### src/nlbf_pkg.sv
// Shared types, command codes and helper functions for the nibble link block framer.
// No dependencies; every other file imports this package.
package nlbf_pkg;

  localparam logic [1:0] CMD_DATA = 2'd0;
  localparam logic [1:0] CMD_EOB  = 2'd1;
  localparam logic [1:0] CMD_ACK  = 2'd2;
  localparam logic [1:0] CMD_EOT  = 2'd3;

  localparam int QUEUE_DEPTH_DEFAULT = 4;
  localparam int STEP_W = 4;

  localparam logic [2:0] SYM_IDLE  = 3'd0;
  localparam logic [2:0] SYM_START = 3'd1;
  localparam logic [2:0] SYM_CSUM  = 3'd2;
  localparam logic [2:0] SYM_END   = 3'd3;

  typedef struct packed {
    logic [1:0] op;
    logic [1:0] starts;
    logic [1:0] hi;
    logic [1:0] lo;
    logic [7:0] checksum;
    logic       accepted;
  } job_t;

  typedef struct packed {
    logic       kind;
    logic [2:0] symbol;
    logic       accepted;
    logic       last;
  } result_t;

  function automatic logic [3:0] hex_value(logic [7:0] c);
    logic [3:0] v;
    v = 4'd0;
    if (c >= 8'h30 && c <= 8'h39) v = 4'(c - 8'h30);
    else if (c >= 8'h41 && c <= 8'h46) v = 4'(c - 8'h37);
    else if (c >= 8'h61 && c <= 8'h66) v = 4'(c - 8'h57);
    return v;
  endfunction

  function automatic logic [2:0] pop4(logic [3:0] v);
    return 3'(v[0]) + 3'(v[1]) + 3'(v[2]) + 3'(v[3]);
  endfunction

  // Result number step of the frame that a job expands into.
  function automatic result_t seq_result(job_t job, logic [STEP_W-1:0] step);
    result_t r;
    logic [STEP_W-1:0] pre;
    logic [STEP_W-1:0] t;
    logic [1:0] grp;
    r = '0;
    pre = STEP_W'({job.starts, 1'b0});
    t = step - pre;
    grp = 2'd0;
    case (job.op)
      CMD_DATA: begin
        if (step < pre) begin
          r.symbol = step[0] ? SYM_IDLE : SYM_START;
        end else begin
          case (t[1:0])
            2'd0: r.symbol = {1'b1, job.hi};
            2'd2: r.symbol = {1'b1, job.lo};
            2'd3: r.last = 1'b1;
            default: r.symbol = SYM_IDLE;
          endcase
        end
      end
      CMD_EOB: begin
        case (step)
          4'd0: r.symbol = SYM_CSUM;
          4'd2: grp = job.checksum[7:6];
          4'd5: grp = job.checksum[5:4];
          4'd8: grp = job.checksum[3:2];
          4'd11: grp = job.checksum[1:0];
          4'd14: r.symbol = SYM_END;
          4'd15: r.last = 1'b1;
          default: r.symbol = SYM_IDLE;
        endcase
        if (step == 4'd2 || step == 4'd5 || step == 4'd8 || step == 4'd11) begin
          r.symbol = {1'b1, grp};
        end
      end
      CMD_ACK: begin
        r.kind = 1'b1;
        r.accepted = job.accepted;
        r.last = 1'b1;
      end
      default: begin
        r.symbol = step[0] ? SYM_IDLE : SYM_END;
        r.last = (step[1:0] == 2'd3);
      end
    endcase
    return r;
  endfunction

endpackage

### src/nlbf_front.sv
// Front end: accepts requests, tracks block state and checksum, builds jobs.
// Depends on nlbf_pkg.
module nlbf_front (
  input  logic          clk,
  input  logic          rst,
  input  logic          item_valid,
  output logic          item_ready,
  input  logic [1:0]    command,
  input  logic [7:0]    character,
  input  logic          final_block,
  input  logic          error_pin,
  output logic          job_valid,
  input  logic          job_ready,
  output nlbf_pkg::job_t job
);
  import nlbf_pkg::*;

  logic [7:0] block_checksum;
  logic       block_open;
  logic [3:0] value;
  logic       accept;

  assign value      = hex_value(character);
  assign item_ready = job_ready;
  assign job_valid  = item_valid;
  assign accept     = item_valid && job_ready;

  always_comb begin
    job = '0;
    job.op = command;
    case (command)
      CMD_DATA: begin
        job.starts = block_open ? 2'd0 : (final_block ? 2'd2 : 2'd1);
        job.hi = value[3:2];
        job.lo = value[1:0];
      end
      CMD_EOB: job.checksum = block_checksum;
      CMD_ACK: job.accepted = !error_pin;
      default: job.checksum = 8'd0;
    endcase
  end

  always_ff @(posedge clk) begin
    if (rst) begin
      block_checksum <= 8'd0;
      block_open <= 1'b0;
    end else if (accept) begin
      case (command)
        CMD_DATA: begin
          block_open <= 1'b1;
          block_checksum <= block_checksum + 8'(pop4(value));
        end
        CMD_EOB, CMD_EOT: begin
          block_open <= 1'b0;
          block_checksum <= 8'd0;
        end
        default: block_open <= block_open;
      endcase
    end
  end

endmodule

### src/nlbf_queue.sv
// Short job queue between the front end and the symbol sequencer.
// Depends on nlbf_pkg for the job type.
module nlbf_queue #(
  parameter int DEPTH = nlbf_pkg::QUEUE_DEPTH_DEFAULT
) (
  input  logic           clk,
  input  logic           rst,
  input  logic           push_valid,
  output logic           push_ready,
  input  nlbf_pkg::job_t push_job,
  output logic           pop_valid,
  input  logic           pop_ready,
  output nlbf_pkg::job_t pop_job
);
  import nlbf_pkg::*;

  localparam int PTR_W = $clog2(DEPTH);
  localparam int CNT_W = $clog2(DEPTH + 1);

  job_t             entries [DEPTH];
  logic [PTR_W-1:0] wr_ptr;
  logic [PTR_W-1:0] rd_ptr;
  logic [CNT_W-1:0] count;
  logic             push;
  logic             pop;

  assign push_ready = (count != CNT_W'(DEPTH));
  assign pop_valid  = (count != '0);
  assign push       = push_valid && push_ready;
  assign pop        = pop_valid && pop_ready;
  assign pop_job    = entries[rd_ptr];

  always_ff @(posedge clk) begin
    if (push) begin
      entries[wr_ptr] <= push_job;
    end
  end

  always_ff @(posedge clk) begin
    if (rst) begin
      wr_ptr <= '0;
      rd_ptr <= '0;
      count <= '0;
    end else begin
      if (push) begin
        wr_ptr <= (wr_ptr == PTR_W'(DEPTH - 1)) ? '0 : wr_ptr + 1'b1;
      end
      if (pop) begin
        rd_ptr <= (rd_ptr == PTR_W'(DEPTH - 1)) ? '0 : rd_ptr + 1'b1;
      end
      if (push && !pop) count <= count + 1'b1;
      else if (pop && !push) count <= count - 1'b1;
    end
  end

endmodule

### src/nlbf_back.sv
// Back end: steps through the frame of the head job, one result per cycle while the
// output is not stalled, into a registered output stage. Depends on nlbf_pkg.
module nlbf_back (
  input  logic           clk,
  input  logic           rst,
  input  logic           job_valid,
  output logic           job_ready,
  input  nlbf_pkg::job_t job,
  output logic           result_valid,
  input  logic           result_ready,
  output nlbf_pkg::result_t result
);
  import nlbf_pkg::*;

  logic [STEP_W-1:0] step;
  result_t           current;
  logic              load;

  assign current   = seq_result(job, step);
  assign load      = job_valid && (!result_valid || result_ready);
  assign job_ready = load && current.last;

  always_ff @(posedge clk) begin
    if (load) begin
      result <= current;
    end
  end

  always_ff @(posedge clk) begin
    if (rst) begin
      step <= '0;
      result_valid <= 1'b0;
    end else if (load) begin
      result_valid <= 1'b1;
      step <= current.last ? '0 : step + 1'b1;
    end else if (result_ready) begin
      result_valid <= 1'b0;
    end
  end

endmodule

### src/nibble_link_block_framer.sv
// Top level of the nibble link block framer: front end, job queue, sequencer.
// Depends on nlbf_pkg, nlbf_front, nlbf_queue and nlbf_back.
//
//  Channel   Handshake                   Payload
//  request   item_valid / item_ready     command, character, final_block, error_pin
//  result    result_valid / result_ready kind, symbol, block_accepted, last
//
// The sequencer emits one result per cycle while the result side does not stall. Results
// per request: data 4, 6 or 8 (with start symbols), end of block 16,
// acknowledge 1, end of transfer 4. The front end takes a request in any cycle in which the
// job queue has room; the queue holds up to QUEUE_DEPTH jobs, the one in progress included.
// Reset clears the block state, empties the queue and drops any pending result.
// A stall on the result side holds the output register and the sequencer step.
module nibble_link_block_framer #(
  parameter int QUEUE_DEPTH = nlbf_pkg::QUEUE_DEPTH_DEFAULT
) (
  input  logic       clk,
  input  logic       rst,
  input  logic       item_valid,
  output logic       item_ready,
  input  logic [1:0] command,
  input  logic [7:0] character,
  input  logic       final_block,
  input  logic       error_pin,
  output logic       result_valid,
  input  logic       result_ready,
  output logic       kind,
  output logic [2:0] symbol,
  output logic       block_accepted,
  output logic       last
);
  import nlbf_pkg::*;

  // Jobs leave the front end already classified: the checksum snapshot,
  // start-symbol count and verdict are fixed at the moment of the request.
  job_t    front_job;
  logic    front_valid;
  logic    front_ready;
  job_t    head_job;
  logic    head_valid;
  logic    head_ready;
  result_t result;

  nlbf_front u_front (
    .clk         (clk),
    .rst         (rst),
    .item_valid  (item_valid),
    .item_ready  (item_ready),
    .command     (command),
    .character   (character),
    .final_block (final_block),
    .error_pin   (error_pin),
    .job_valid   (front_valid),
    .job_ready   (front_ready),
    .job         (front_job)
  );

  nlbf_queue #(
    .DEPTH (QUEUE_DEPTH)
  ) u_queue (
    .clk        (clk),
    .rst        (rst),
    .push_valid (front_valid),
    .push_ready (front_ready),
    .push_job   (front_job),
    .pop_valid  (head_valid),
    .pop_ready  (head_ready),
    .pop_job    (head_job)
  );

  // The sequencer pops a job only on the cycle that loads its last result.
  nlbf_back u_back (
    .clk          (clk),
    .rst          (rst),
    .job_valid    (head_valid),
    .job_ready    (head_ready),
    .job          (head_job),
    .result_valid (result_valid),
    .result_ready (result_ready),
    .result       (result)
  );

  assign kind           = result.kind;
  assign symbol         = result.symbol;
  assign block_accepted = result.accepted;
  assign last           = result.last;

  // A full queue must always have a job for the sequencer to work on.
  a_full_has_head: assert property (@(posedge clk) disable iff (rst)
    !item_ready |-> head_valid)
    else $error("queue full but no head job");

  // A verdict is always a single result with an idle symbol.
  a_verdict_single: assert property (@(posedge clk) disable iff (rst)
    result_valid && kind |-> last && symbol == SYM_IDLE)
    else $error("verdict result malformed");

  // Line symbols never carry a verdict bit.
  a_symbol_no_verdict: assert property (@(posedge clk) disable iff (rst)
    result_valid && !kind |-> !block_accepted)
    else $error("line symbol with verdict bit");

  // A job is popped only together with loading a result that ends it.
  a_pop_on_last: assert property (@(posedge clk) disable iff (rst)
    head_valid && head_ready |=> result_valid && last)
    else $error("job popped without final result");

endmodule

### config.mk
export PLATFORM = sky130hd
export DESIGN_NAME = nibble_link_block_framer
export DESIGN_NICKNAME = d
export VERILOG_FILES = /design/src/nlbf_pkg.sv /design/src/nlbf_front.sv /design/src/nlbf_queue.sv /design/src/nlbf_back.sv /design/src/nibble_link_block_framer.sv
export SDC_FILE = /design/constraint.sdc
export NUM_CORES = 1
export LEC_CHECK = 0
export ABC_AREA = 1
export BUFFER_PORTS_ARGS = -buffer_cell sky130_fd_sc_hd__buf_2
export CAP_MARGIN = 5
export CORE_MARGIN = 5
export CORE_UTILIZATION = 56
export DETAILED_ROUTE_END_ITERATION = 12
export HOLD_SLACK_MARGIN = 0.12
export PLACE_DENSITY = 0.78
export SLEW_MARGIN = 40
export SYNTH_ARGS = -nofsm -noshare
export SYNTH_HDL_FRONTEND = slang
export SYNTH_SLANG_ARGS = --single-unit
### constraint.sdc
create_clock -name clk -period 4.8 [get_ports clk]
set_input_delay 0.48 -clock clk [delete_from_list [all_inputs] [get_ports clk]]
set_output_delay 0.48 -clock clk [all_outputs]
set_load 0.05 [all_outputs]
Word level (Yosys, flattened, before mapping)
Memories as Yosys holds them, arrays and structs flattened. A register that Yosys moved wholly into a read port is not among the register bits.
Index checks and enable logic that the tools add are counted.
Widths: inputs -> output; s select.
Storage, ports and cells
  bits in registers: 27
  memory bits (writable): 68
  input port bits: 16
  memories: 1
  word-level logic and storage cells: 110
Memory list
  u_queue.entries: words 4, width 17, read ports 1, clocked after memory_dff 1, write ports 1, line nlbf_queue.sv:20  | job_t entries [DEPTH];
Operators by class
  order comparisons: 7
  equality and inequality tests: 17
  muxes and demuxes: 34
  reduce and logical (&&, ||, !) cells: 27
  $add $sub $neg: 13
Operators by type and width (number)
  $eq 2x2->1 const B: 8
  $eq 4x4->1 const B: 4
  $ge 8x7->1 const B: 2
  $le 8x7->1 const B: 2
  $mux 4: 4
  $pmux 8 s2: 1
  $mux 2: 7
  $mux 3: 4
  $mux 1: 10
  $logic_and 1x1->1: 9
  $pmux 3 s3: 1
  $add 8x3->8: 1
  $ge 8x6->1 const B: 1
  $le 8x6->1 const B: 1
  $mux 8: 1
  $pmux 2 s4: 1
  $sub 4x3->4 const B: 2
  $add 3x1->3: 2
  $logic_not 2->1: 3
  $mux 6: 1
  $pmux 3 s2: 1
  $reduce_bool 2->1: 3
  $add 2x1->2 const B: 2
  $add 4x1->4 const B: 1
  19 further kinds: 26

Depth between registers and ports, before layout
Gate-level depths: netlist of run 1.
  depth in word-level cells: 10
  mapped depth: 24
  mapped depth without buffers: 24

By module
Synthesis of run 1 repeated with hierarchy kept, for this count alone.
Unflattened totals
  cell total of the unflattened synthesis: 486
  area, all modules: 4830.9 um^2
Modules (own cells, without submodules)
  nlbf_queue: area each 3085.5 um^2, seq. area each 2222.1 um^2, cells each 233, instances 1
  nlbf_back: area each 880.8 um^2, seq. area each 280.3 um^2, cells each 117, instances 1
  nlbf_front: area each 864.6 um^2, seq. area each 180.2 um^2, cells each 136, instances 1

Least setup slack after synthesis of run 1
No wires, ideal clock.
  kind: input to register
  start: input port character[1]
  end: register u_front.block_checksum[6]
  data required time: 4.670 ns
  cell stages on the path: 23
  setup slack: 1.330 ns
  arrival time: 3.339 ns
  setup time: 0.130 ns
  cell sequence: inv_1 ha_1 o21ai_0 nand2_1 nand3_1 o21ai_0 nand2_1 inv_1 ha_1 inv_1 fa_1 inv_1 ha_1 inv_1 fa_1 inv_1 nand2_1 a21oi_1 nand2_1 o21ai_0 nand2_1 nand2_1 a21oi_1
On the way
  cells in the longest elaborated chain, start to end: 10
  elaborated cells between the ends (all ways): 20
  classes of those cells: add/sub (7); order compare (6); mux (4); reduce/logical (3)
RTL lines
  start, declared: line nibble_link_block_framer.sv:22  | input logic [7:0] character,
  $ge 8x7->1 / $le 8x7->1 (equally long branches): line nlbf_pkg.sv:39  | else if (c >= 8'h61 && c <= 8'h66) v = 4'(c - 8'h57);
  $logic_and 1x1->1: line nlbf_pkg.sv:39
  $mux 4: line nlbf_pkg.sv:39
  $mux 4: line nlbf_pkg.sv:38  | else if (c >= 8'h41 && c <= 8'h46) v = 4'(c - 8'h37);
  $mux 4 (*): line nlbf_pkg.sv:37  | if (c >= 8'h30 && c <= 8'h39) v = 4'(c - 8'h30);
  $add 1x1->2: line nlbf_pkg.sv:44  | return 3'(v[0]) + 3'(v[1]) + 3'(v[2]) + 3'(v[3]);
  $add 3x1->3: line nlbf_pkg.sv:44
  $add 3x1->3 (*): line nlbf_pkg.sv:44
  $add 8x3->8 (*): line nlbf_front.sv:51  | block_checksum <= block_checksum + 8'(pop4(value));
  $pmux 8 s2 (*): line nlbf_front.sv:48  | case (command)
  end signal, assigned: line nlbf_front.sv:51
  end, declared: line nlbf_front.sv:18  | logic [7:0] block_checksum;
Every way passes the cells marked *; elsewhere a longest branch is shown, timed or not.
A chain may end at the register's enable or synchronous reset.

Final worst setup path of run 1
  start: input port character[0]
  end: register u_front.block_checksum[6]
Same word-level chain as after synthesis.

==> impl_metrics.yaml, run 1 <==
outcome:
  run_status: "complete, no violations"
global_routing:
  grt_first_pass_wirelength_um: 15000
  grt_usage_pct: 19.0
  grt_antenna_before_repair: 0
  grt_pass1_vias: 3141
  grt_max_degree: 35
  overflow: 0
finish:
  layout-drive-gt1-share_pct: 12.5
  syn_to_final_growth_pct: 8.59
  diodes: 0
  postLayoutCoreUtil_pct: 62.3
  stdcell_area_mm2: 0.00509
  fin_cells: 624
  nets: 553
routing:
  wl_per_cell_um: 14.9
  vias_per_cell: 5.38
  drt-pass1-iter-count: 5
  vias: 3356
  antenna_violating_nets_post_route: 0
  remaining_drc_errors: 0
  drt_iter0_drc: 230
  routed_wl_um: 9290
sta:
  rsz0062_at_grt: "no"
  fin_tns_setup_ps: 0
  hold_viol_final: 0
  max_slew_margin_pct: 59.6
  worst_slack_ps: 1210
  min_period_over_period_pct: 74.8
  fin_skew_ps: 10.9
  period_minus_slack_ps: 3590
  finalMaxSlewViolations: 0
  holdWs_ps: 407
  max_freq_mhz: 279
  worst-slew-pin-transition_ps: 604
  setup_viol: 0
logic_synthesis:
  syn_area_mm2: 0.00469
  syn_avg_cell_area_um2: 9.60
  ys_warn_count: 0
  syn_nets: 528
  synthCells: 489
  yosysSeqAreaShare_pct: 57.2
  ys_types: 37
  yosys_register_bits: 97
place:
  routabilityCongestion: 0.882
  dpl.hpwl_um: 6300
  placed_area_mm2: 0.00490
  numPlacedInstances: 608
  port_buffers: 23
  place_ws_ps: 859
clocking:
  cts_inserted_buffers: 9
  cts_tree: "built"
  clk_pin_slew_ps: 100
  cts.sinks: 97
  cts_max_level: 3
  cts_root_buf: "clkbuf_8"
  holdBufCountCts: 0
  cts_resized: 0
  insertion_delay_ps: 360
  cts_setup_buffers: 0
  clockBufferDepth: 2
worst_hold_path:
  hold_start: "command[1]"
  hold_depth: 1
  min_path_type: "in2reg"
die:
  rows: 33
  start_util_pct: 57.4
  dieArea_mm2: 0.0103
  die_h_um: 102
  die_w_um: 102
  ios: 24
  core_area_mm2: 0.00818
worst_setup_path:
  reg2reg_slack_ps: 1520
  arrival_ps: 3840
  path_max_fanout: 7
  rr_worst_depth: 15
  crit_required_ps: 5050
  crit_path_start: "character[0]"
  endpoint_kind: "flop"
  crit_type: "in2reg"
  start_kind: "input pin"
pwr:
  ir_drop_uv: 200
  power.total_mw: 2.49
  p_leak_nw: 2.11
  power.density_mw_per_mm2: 488
flow_run:
  maxCapViolCount: 0
flip-flops by register name, indices dropped and copies added, names as in the netlist, named ones only:
| name | cells |
|---|---|
| u_queue.entries | 68 |
| u_back.result | 6 |
| u_back.result_valid | 1 |
| u_front.block_open | 1 |
| u_front.block_checksum | 8 |
| u_queue.wr_ptr | 2 |
| u_queue.count | 3 |
| u_queue.rd_ptr | 2 |
| u_back.step | 4 |
layout make-up:
| class | instances | area [µm²] |
|---|---|---|
| tap | 105 | 131 |
| inverter | 64 | 245 |
| sequential | 97 | 2680 |
| clock inverter | 7 | 68.8 |
| fill | 685 | 3080 |
| clock buffer | 9 | 124 |
| timing repair buffer | 28 | 153 |
| multi-input combinational | 314 | 1690 |
synthesized netlist by cell type (all sizes together):
| cell | number | share of area (%) |
|---|---|---|
| o211ai | 1 | 0.16 |
| buf | 12 | 1.7 |
| clkinv | 1 | 0.080 |
| or2 | 2 | 0.27 |
| o21ai | 32 | 3.4 |
| fa | 3 | 1.3 |
| nand3 | 42 | 5.1 |
| a31oi | 1 | 0.27 |
| ha | 20 | 5.3 |
| nor2 | 59 | 4.9 |
| o22ai | 4 | 0.53 |
| edfxtp | 74 | 47 |
| a211oi | 1 | 0.16 |
| o21bai | 1 | 0.16 |
| nor3b | 2 | 0.32 |
| clkbuf | 2 | 0.16 |
| dfxtp | 23 | 9.8 |
| and2 | 1 | 0.13 |
| nand4 | 8 | 1.1 |
| inv | 63 | 5.1 |
| a21boi | 1 | 0.16 |
| xor2 | 1 | 0.19 |
| a32o | 1 | 0.21 |
| a21oi | 24 | 2.7 |
| nor3 | 4 | 0.43 |
| nand2 | 106 | 9.0 |
power breakdown:
| group | switching [mW] | leakage [nW] | internal (mW) |
|---|---|---|---|
| Sequential | 0.0505 | 0.892 | 1.04 |
| Clock | 0.282 | 0.104 | 0.241 |
| Combinational | 0.616 | 1.12 | 0.255 |
| Total | 0.949 | 2.11 | 1.54 |
per-layer routing:
metal | share of wire [%] | global-route usage (%) | routed length (µm)
met1 | 45 | 25.8 | 4220
met2 | 49 | 30.5 | 4510
met3 | 4.8 | 3.86 | 442
met4 | 1.3 | 6.85 | 122
met5 | 0 | 0 | 0
cell families (layout without fill, tap and decap cells):
group / count (synthesis) / count (layout) / share of synthesized area, %
adders and majority gates: 23 / 23 / 6.61
DFF: 97 / 97 / 57.2
xor gates and xnor gates: 1 / 1 / 0.187
and+or+nand+nor: 224 / 224 / 21.1
AOI/OAI and AO/OA: 66 / 66 / 7.79
buffers and inverters: 78 / 108 / 7.12
cells in the final DEF, fill, tap and decap left out, types with 5 or more instances in the layout:
master	instances
a21oi_1	22
buf_2	23
buf_4	5
clkbuf_8	9
dfxtp_1	23
edfxtp_1	74
ha_1	20
inv_1	59
nand2_1	101
nand3_1	38
nand4_1	8
nor2_1	56
o21ai_0	28
worst max-delay path: stages:
cell and delay [ps]:
buf_2 130, inv_1 60, ha_1 210, o21ai_0 150, nand2_1 90, nand3_1 180
o21ai_0 180, nand2_1 130, inv_1 50, ha_1 260, inv_1 50, fa_1 450
inv_1 70, ha_1 150, inv_1 50, fa_1 360, inv_1 80, nand2_1 70
a21oi_1 210, nand2_1 100, o21ai_0 150, nand2_1 70, nand2_1 60, a21oi_1 60
final timing paths:
path / end
setup / recovery: u_front.block_checksum[6]
hold / removal: u_queue.entries[0][16]
setup reg to reg: u_queue.count[2]
hold reg to reg: u_front.block_open
No activity file was read; power rests on OpenSTA's default activity.
==> inputs of run 2 (changes only) <==
- clock period: 4.8 -> 3.4 ns (I/O delays scaled with it)
==> impl_metrics.yaml, run 2 (same netlist as run 1, synthesis figures left out) <==
outcome:
  run_status: "complete, no violations"
finish:
  postLayoutCoreUtil_pct: 63.5
  layout-drive-gt1-share_pct: 15.2
  mostFrequentLayoutCells: "101 x nand2_1, 74 x edfxtp_1, 59 x inv_1, 57 x nor2_1, 37 x nand3_1"
  reg_top3: "u_queue.entries x68, u_front.block_checksum x8, u_back.result x6"
  multi_input_area_mm2: 0.00169
  largest_reg_flops: 68
  nets: 568
  seqCellArea_mm2: 0.00268
  final_common_cell: "nand2_1"
  syn_to_final_growth_pct: 10.7
  largest-register: "u_queue.entries"
  diodes: 0
  fillers: 659
die:
  rows: 33
  die_w_um: 102
  core_area_mm2: 0.00818
  die_h_um: 102
  dieArea_mm2: 0.0103
  start_util_pct: 57.4
  ios: 24
routing:
  antenna_violating_nets_post_route: 0
  drt-pass1-iter-count: 5
  routed_wl_um: 9140
  drt_iter0_drc: 173
  vias: 3421
  vias_per_cell: 5.35
  remaining_drc_errors: 0
  wl_per_cell_um: 14.3
global_routing:
  use_met1_pct: 26.3
  grt_use_met3_pct: 3.99
  top_usage_layer: "met2"
  gr-usage-met2_pct: 31.6
  grt_antenna_before_repair: 0
  grt_first_pass_wirelength_um: 15600
  grt_max_degree: 22
  overflow: 0
  grt_pass1_vias: 3316
  grt_usage_pct: 19.5
worst_setup_path:
  reg2reg_slack_ps: 250
  start_kind: "flop"
  path_max_fanout: 17
  crit_type: "reg2reg"
  arrival_ps: 3400
  crit_required_ps: 3650
  endpoint_kind: "flop"
place:
  place_ws_ps: -294
  routabilityCongestion: 0.888
  dpl.hpwl_um: 6520
  port_buffers: 23
pwr:
  power.density_mw_per_mm2: 665
  power.total_mw: 3.45
  p_leak_nw: 2.17
  ir_drop_uv: 291
sta:
  max_slew_margin_pct: 63.4
  rsz0062_at_grt: "no"
  max_freq_mhz: 317
  fin_skew_ps: 12.2
  finalMaxSlewViolations: 0
  worst-slew-pin-transition_ps: 545
  worst_slack_ps: 247
  hold_viol_final: 0
  setup_viol: 0
  fin_tns_setup_ps: 0
  period_minus_slack_ps: 3150
  min_period_over_period_pct: 92.7
clocking:
  clk_pin_slew_ps: 90
  cts_tree: "built"
  cts_root_buf: "clkbuf_8"
  cts_max_level: 3
  cts.sinks: 97
  holdBufCountCts: 0
  clockBufferDepth: 2
  insertion_delay_ps: 360
  cts_inserted_buffers: 9
flow_run:
  maxCapViolCount: 0
worst_hold_path:
  min_path_type: "in2reg"
[run 2: cell count changes in the layout (fill, tap and decap cells not counted), sizes merged]
cell | before | now
clkinv | 5 | 2
inv | 65 | 66
bufinv | 1 | 0
clkbuf | 9 | 10
clkinvlp | 0 | 2
buf | 28 | 43
[run 2: what timing repair did]
item                                    CTS  global route
buffers inserted                          0             2
hold endpoints to repair                  0             0
endpoints found under the setup margin    0             6
gates resized for setup                   0             8
[run 2: path summary, 6_finish.rpt]
path                      start                      to  cells past startpoint
max reg2reg                flop        u_queue.count[2]                     15
min reg2reg  u_front.block_open      u_front.block_open                      2
max                        flop        u_queue.count[2]                     15
min                  command[0]  u_queue.entries[1][15]                      1
[run 2: final cells by class]
cell class              count  area share [%]
multi-input cells         314            32.6
flip-flops and latches     97            51.7
well taps                 105            2.53
clock inverters             6           0.940
inverters                  64            4.72
repair buffers             43            5.11
clock buffers              10            2.46
[run 2: through the flow]
step / std cells / cell area (µm²) / hold slack, ps
6_report: 639 / 5190 / 259
5_1_grt: 639 / 5190 / 246
4_1_cts: 637 / 5160 / 241
3_5_place_dp: 621 / 4980 / 472
3_3_place_gp: 621 / 4980 / 470
2_1_floorplan: 489 / 4690 / 439
[run 2: worst max-delay path: stages (launching register included)]
cell	delay, ps
dfxtp_2	560
inv_6	120
o21ai_0	200
o22ai_1	110
ha_1	400
inv_1	150
nand3_1	140
nand3_2	130
nand3_4	170
ha_1	160
inv_1	60
fa_1	380
a21oi_1	140
o21ai_0	120
o21ai_0	160
a21oi_1	50
[run 2: per-layer routing]
layer	up-vias	share of wire, %
li1	1709	-
met1	1620	45
met2	87	48
met3	5	5.0
met4	0	0.97
met5	-	0
[run 2: report_power, final]
part	internal [mW]	leakage, nW	switching, mW	total [mW]
combinational	0.380	1.19	0.841	1.22
clock	0.275	0.0852	0.406	0.682
sequential	1.47	0.893	0.0830	1.55
==> inputs of run 3 (changes only) <==
- CORE_UTILIZATION: 56 -> 40
- PLACE_DENSITY: 0.78 -> 0.6
==> impl_metrics.yaml, run 3 (same netlist as run 1, synthesis figures left out) <==
pwr:
  switching_share_pct: 35.4
  power.density_mw_per_mm2: 722
  ir_drop_uv: 565
  power_frac_clock_pct: 28.8
  p_int_mw: 2.52
  pwr-share-comb_pct: 31.2
  switching_power_mw: 1.38
  p_leak_nw: 2.24
  p_seq_share_pct: 39.9
finish:
  largest-register: "u_queue.entries"
  mostFrequentLayoutCells: "101 x nand2_1, 74 x edfxtp_1, 59 x inv_1, 57 x nor2_1, 37 x nand3_1"
  largest_reg_flops: 68
  nets: 567
  layout-drive-gt1-share_pct: 15.8
  syn_to_final_growth_pct: 15.1
  final_common_cell: "nand2_1"
  diodes: 0
  reg_top3: "u_queue.entries x68, u_front.block_checksum x8, u_back.result x6"
  stdcell_area_mm2: 0.00540
die:
  dieArea_mm2: 0.0140
  die_w_um: 118
  ios: 24
  die_h_um: 118
  start_util_pct: 40.9
  rows: 39
  core_area_mm2: 0.0115
global_routing:
  grt_usage_pct: 13.9
  grt_pass1_vias: 3288
  grt_max_degree: 23
  grt_antenna_before_repair: 0
  overflow: 0
  grt_first_pass_wirelength_um: 15800
clocking:
  cts.sinks: 97
  cts_inserted_buffers: 9
  cts_tree: "built"
  cts_resized: 0
  cts_root_buf: "clkbuf_16"
  clockBufferDepth: 2
  clk_pin_slew_ps: 70
  cts_setup_buffers: 0
  cts_max_level: 3
  insertion_delay_ps: 340
  holdBufCountCts: 0
sta:
  worst-slew-pin-transition_ps: 444
  fin_skew_ps: 7.82
  period_minus_slack_ps: 3110
  max_slew_margin_pct: 70.3
  finalMaxSlewViolations: 0
  setup_viol: 0
  hold_viol_final: 0
  max_freq_mhz: 321
  holdWs_ps: 279
  worst_slack_ps: 285
  min_period_over_period_pct: 91.6
  rsz0062_at_grt: "yes"
flow_run:
  maxCapViolCount: 0
worst_hold_path:
  min_path_type: "in2reg"
  hold_depth: 1
  hold_start: "command[0]"
  min_to: "u_queue.entries[2][15]"
routing:
  antenna_violating_nets_post_route: 0
  vias_per_cell: 4.90
  wl_per_cell_um: 13.9
  vias: 3315
  routed_wl_um: 9390
  remaining_drc_errors: 0
  drt_iter0_drc: 145
  drt-pass1-iter-count: 4
worst_setup_path:
  rr_worst_depth: 15
  r2r_end: "u_queue.count[2]"
  arrival_ps: 3390
  path_max_fanout: 5
  reg2reg_slack_ps: 390
  start_kind: "input pin"
  crit_type: "in2reg"
  endpoint_kind: "flop"
  crit_required_ps: 3680
place:
  port_buffers: 23
  place_ws_ps: -291
  dpl.hpwl_um: 6660
  routabilityCongestion: 0.858
  placed_area_mm2: 0.00504
outcome:
  run_status: "complete, no violations"
run 3: power groups by stage:
stage / registers (mW) / logic (mW) / clock network [mW]
2_1_floorplan: 1.70 / 0.794 / 0
5_1_grt: 1.57 / 1.37 / 1.20
3_3_place_gp: 1.58 / 1.21 / 0
3_5_place_dp: 1.58 / 1.22 / 0
6_report: 1.56 / 1.22 / 1.12
4_1_cts: 1.55 / 1.23 / 1.15
run 3: critical path: stages:
cell and delay [ps]:
buf_2 100, inv_1 90, ha_2 200, o21ai_2 60
nand2_1 90, nand3_2 110, buf_4 160, nand3_1 90
nand2_1 60, ha_1 280, inv_1 70, fa_1 410
inv_1 70, ha_1 160, inv_1 60, fa_1 350
inv_1 70, nand2_1 70, a21oi_2 140, buf_4 130
nand4_1 60, nand2_1 70, nand2_1 40, a21oi_1 110
run 3: layer usage:
layer,GRT usage (%),share of wire [%],vias to the layer above
met5,0,0,-
met4,4.37,1.1,0
met3,3.30,3.0,8
met2,22.9,48,40
met1,18.1,48,1557
li1,-,-,1710
run 3: through the flow:
stage / total power, mW / util (%) / setup TNS, ps / cells
2_1_floorplan: 2.50 / - / 0 / 489
3_3_place_gp: 2.78 / 43.9 / -152 / 660
3_5_place_dp: 2.80 / 43.9 / -901 / 660
4_1_cts: 3.93 / 46.9 / 0 / 676
5_1_grt: 4.14 / 47.1 / 0 / 676
6_report: 3.90 / 47.1 / 0 / 676
run 3: worst max path at each step:
stage            startpoint                        end  slack [ps]
2_1_floorplan  character[1]  u_front.block_checksum[6]          70
3_3_place_gp   character[0]  u_front.block_checksum[6]        -140
3_5_place_dp   character[0]  u_front.block_checksum[6]        -290
4_1_cts                flop           u_queue.count[2]          30
5_1_grt        character[1]  u_front.block_checksum[6]         0.7
6_report       character[1]  u_front.block_checksum[6]         290
run 3: area by class of cell:
cell class                      instances  area [µm²]
Inverter                               64         245
Tap cell                              143         179
Sequential cell                        97        2690
Timing Repair Buffer                   42         258
Multi-Input combinational cell        314        1700
Fill cell                            1034        6070
Clock inverter                          6        98.8
Clock buffer                           10         239
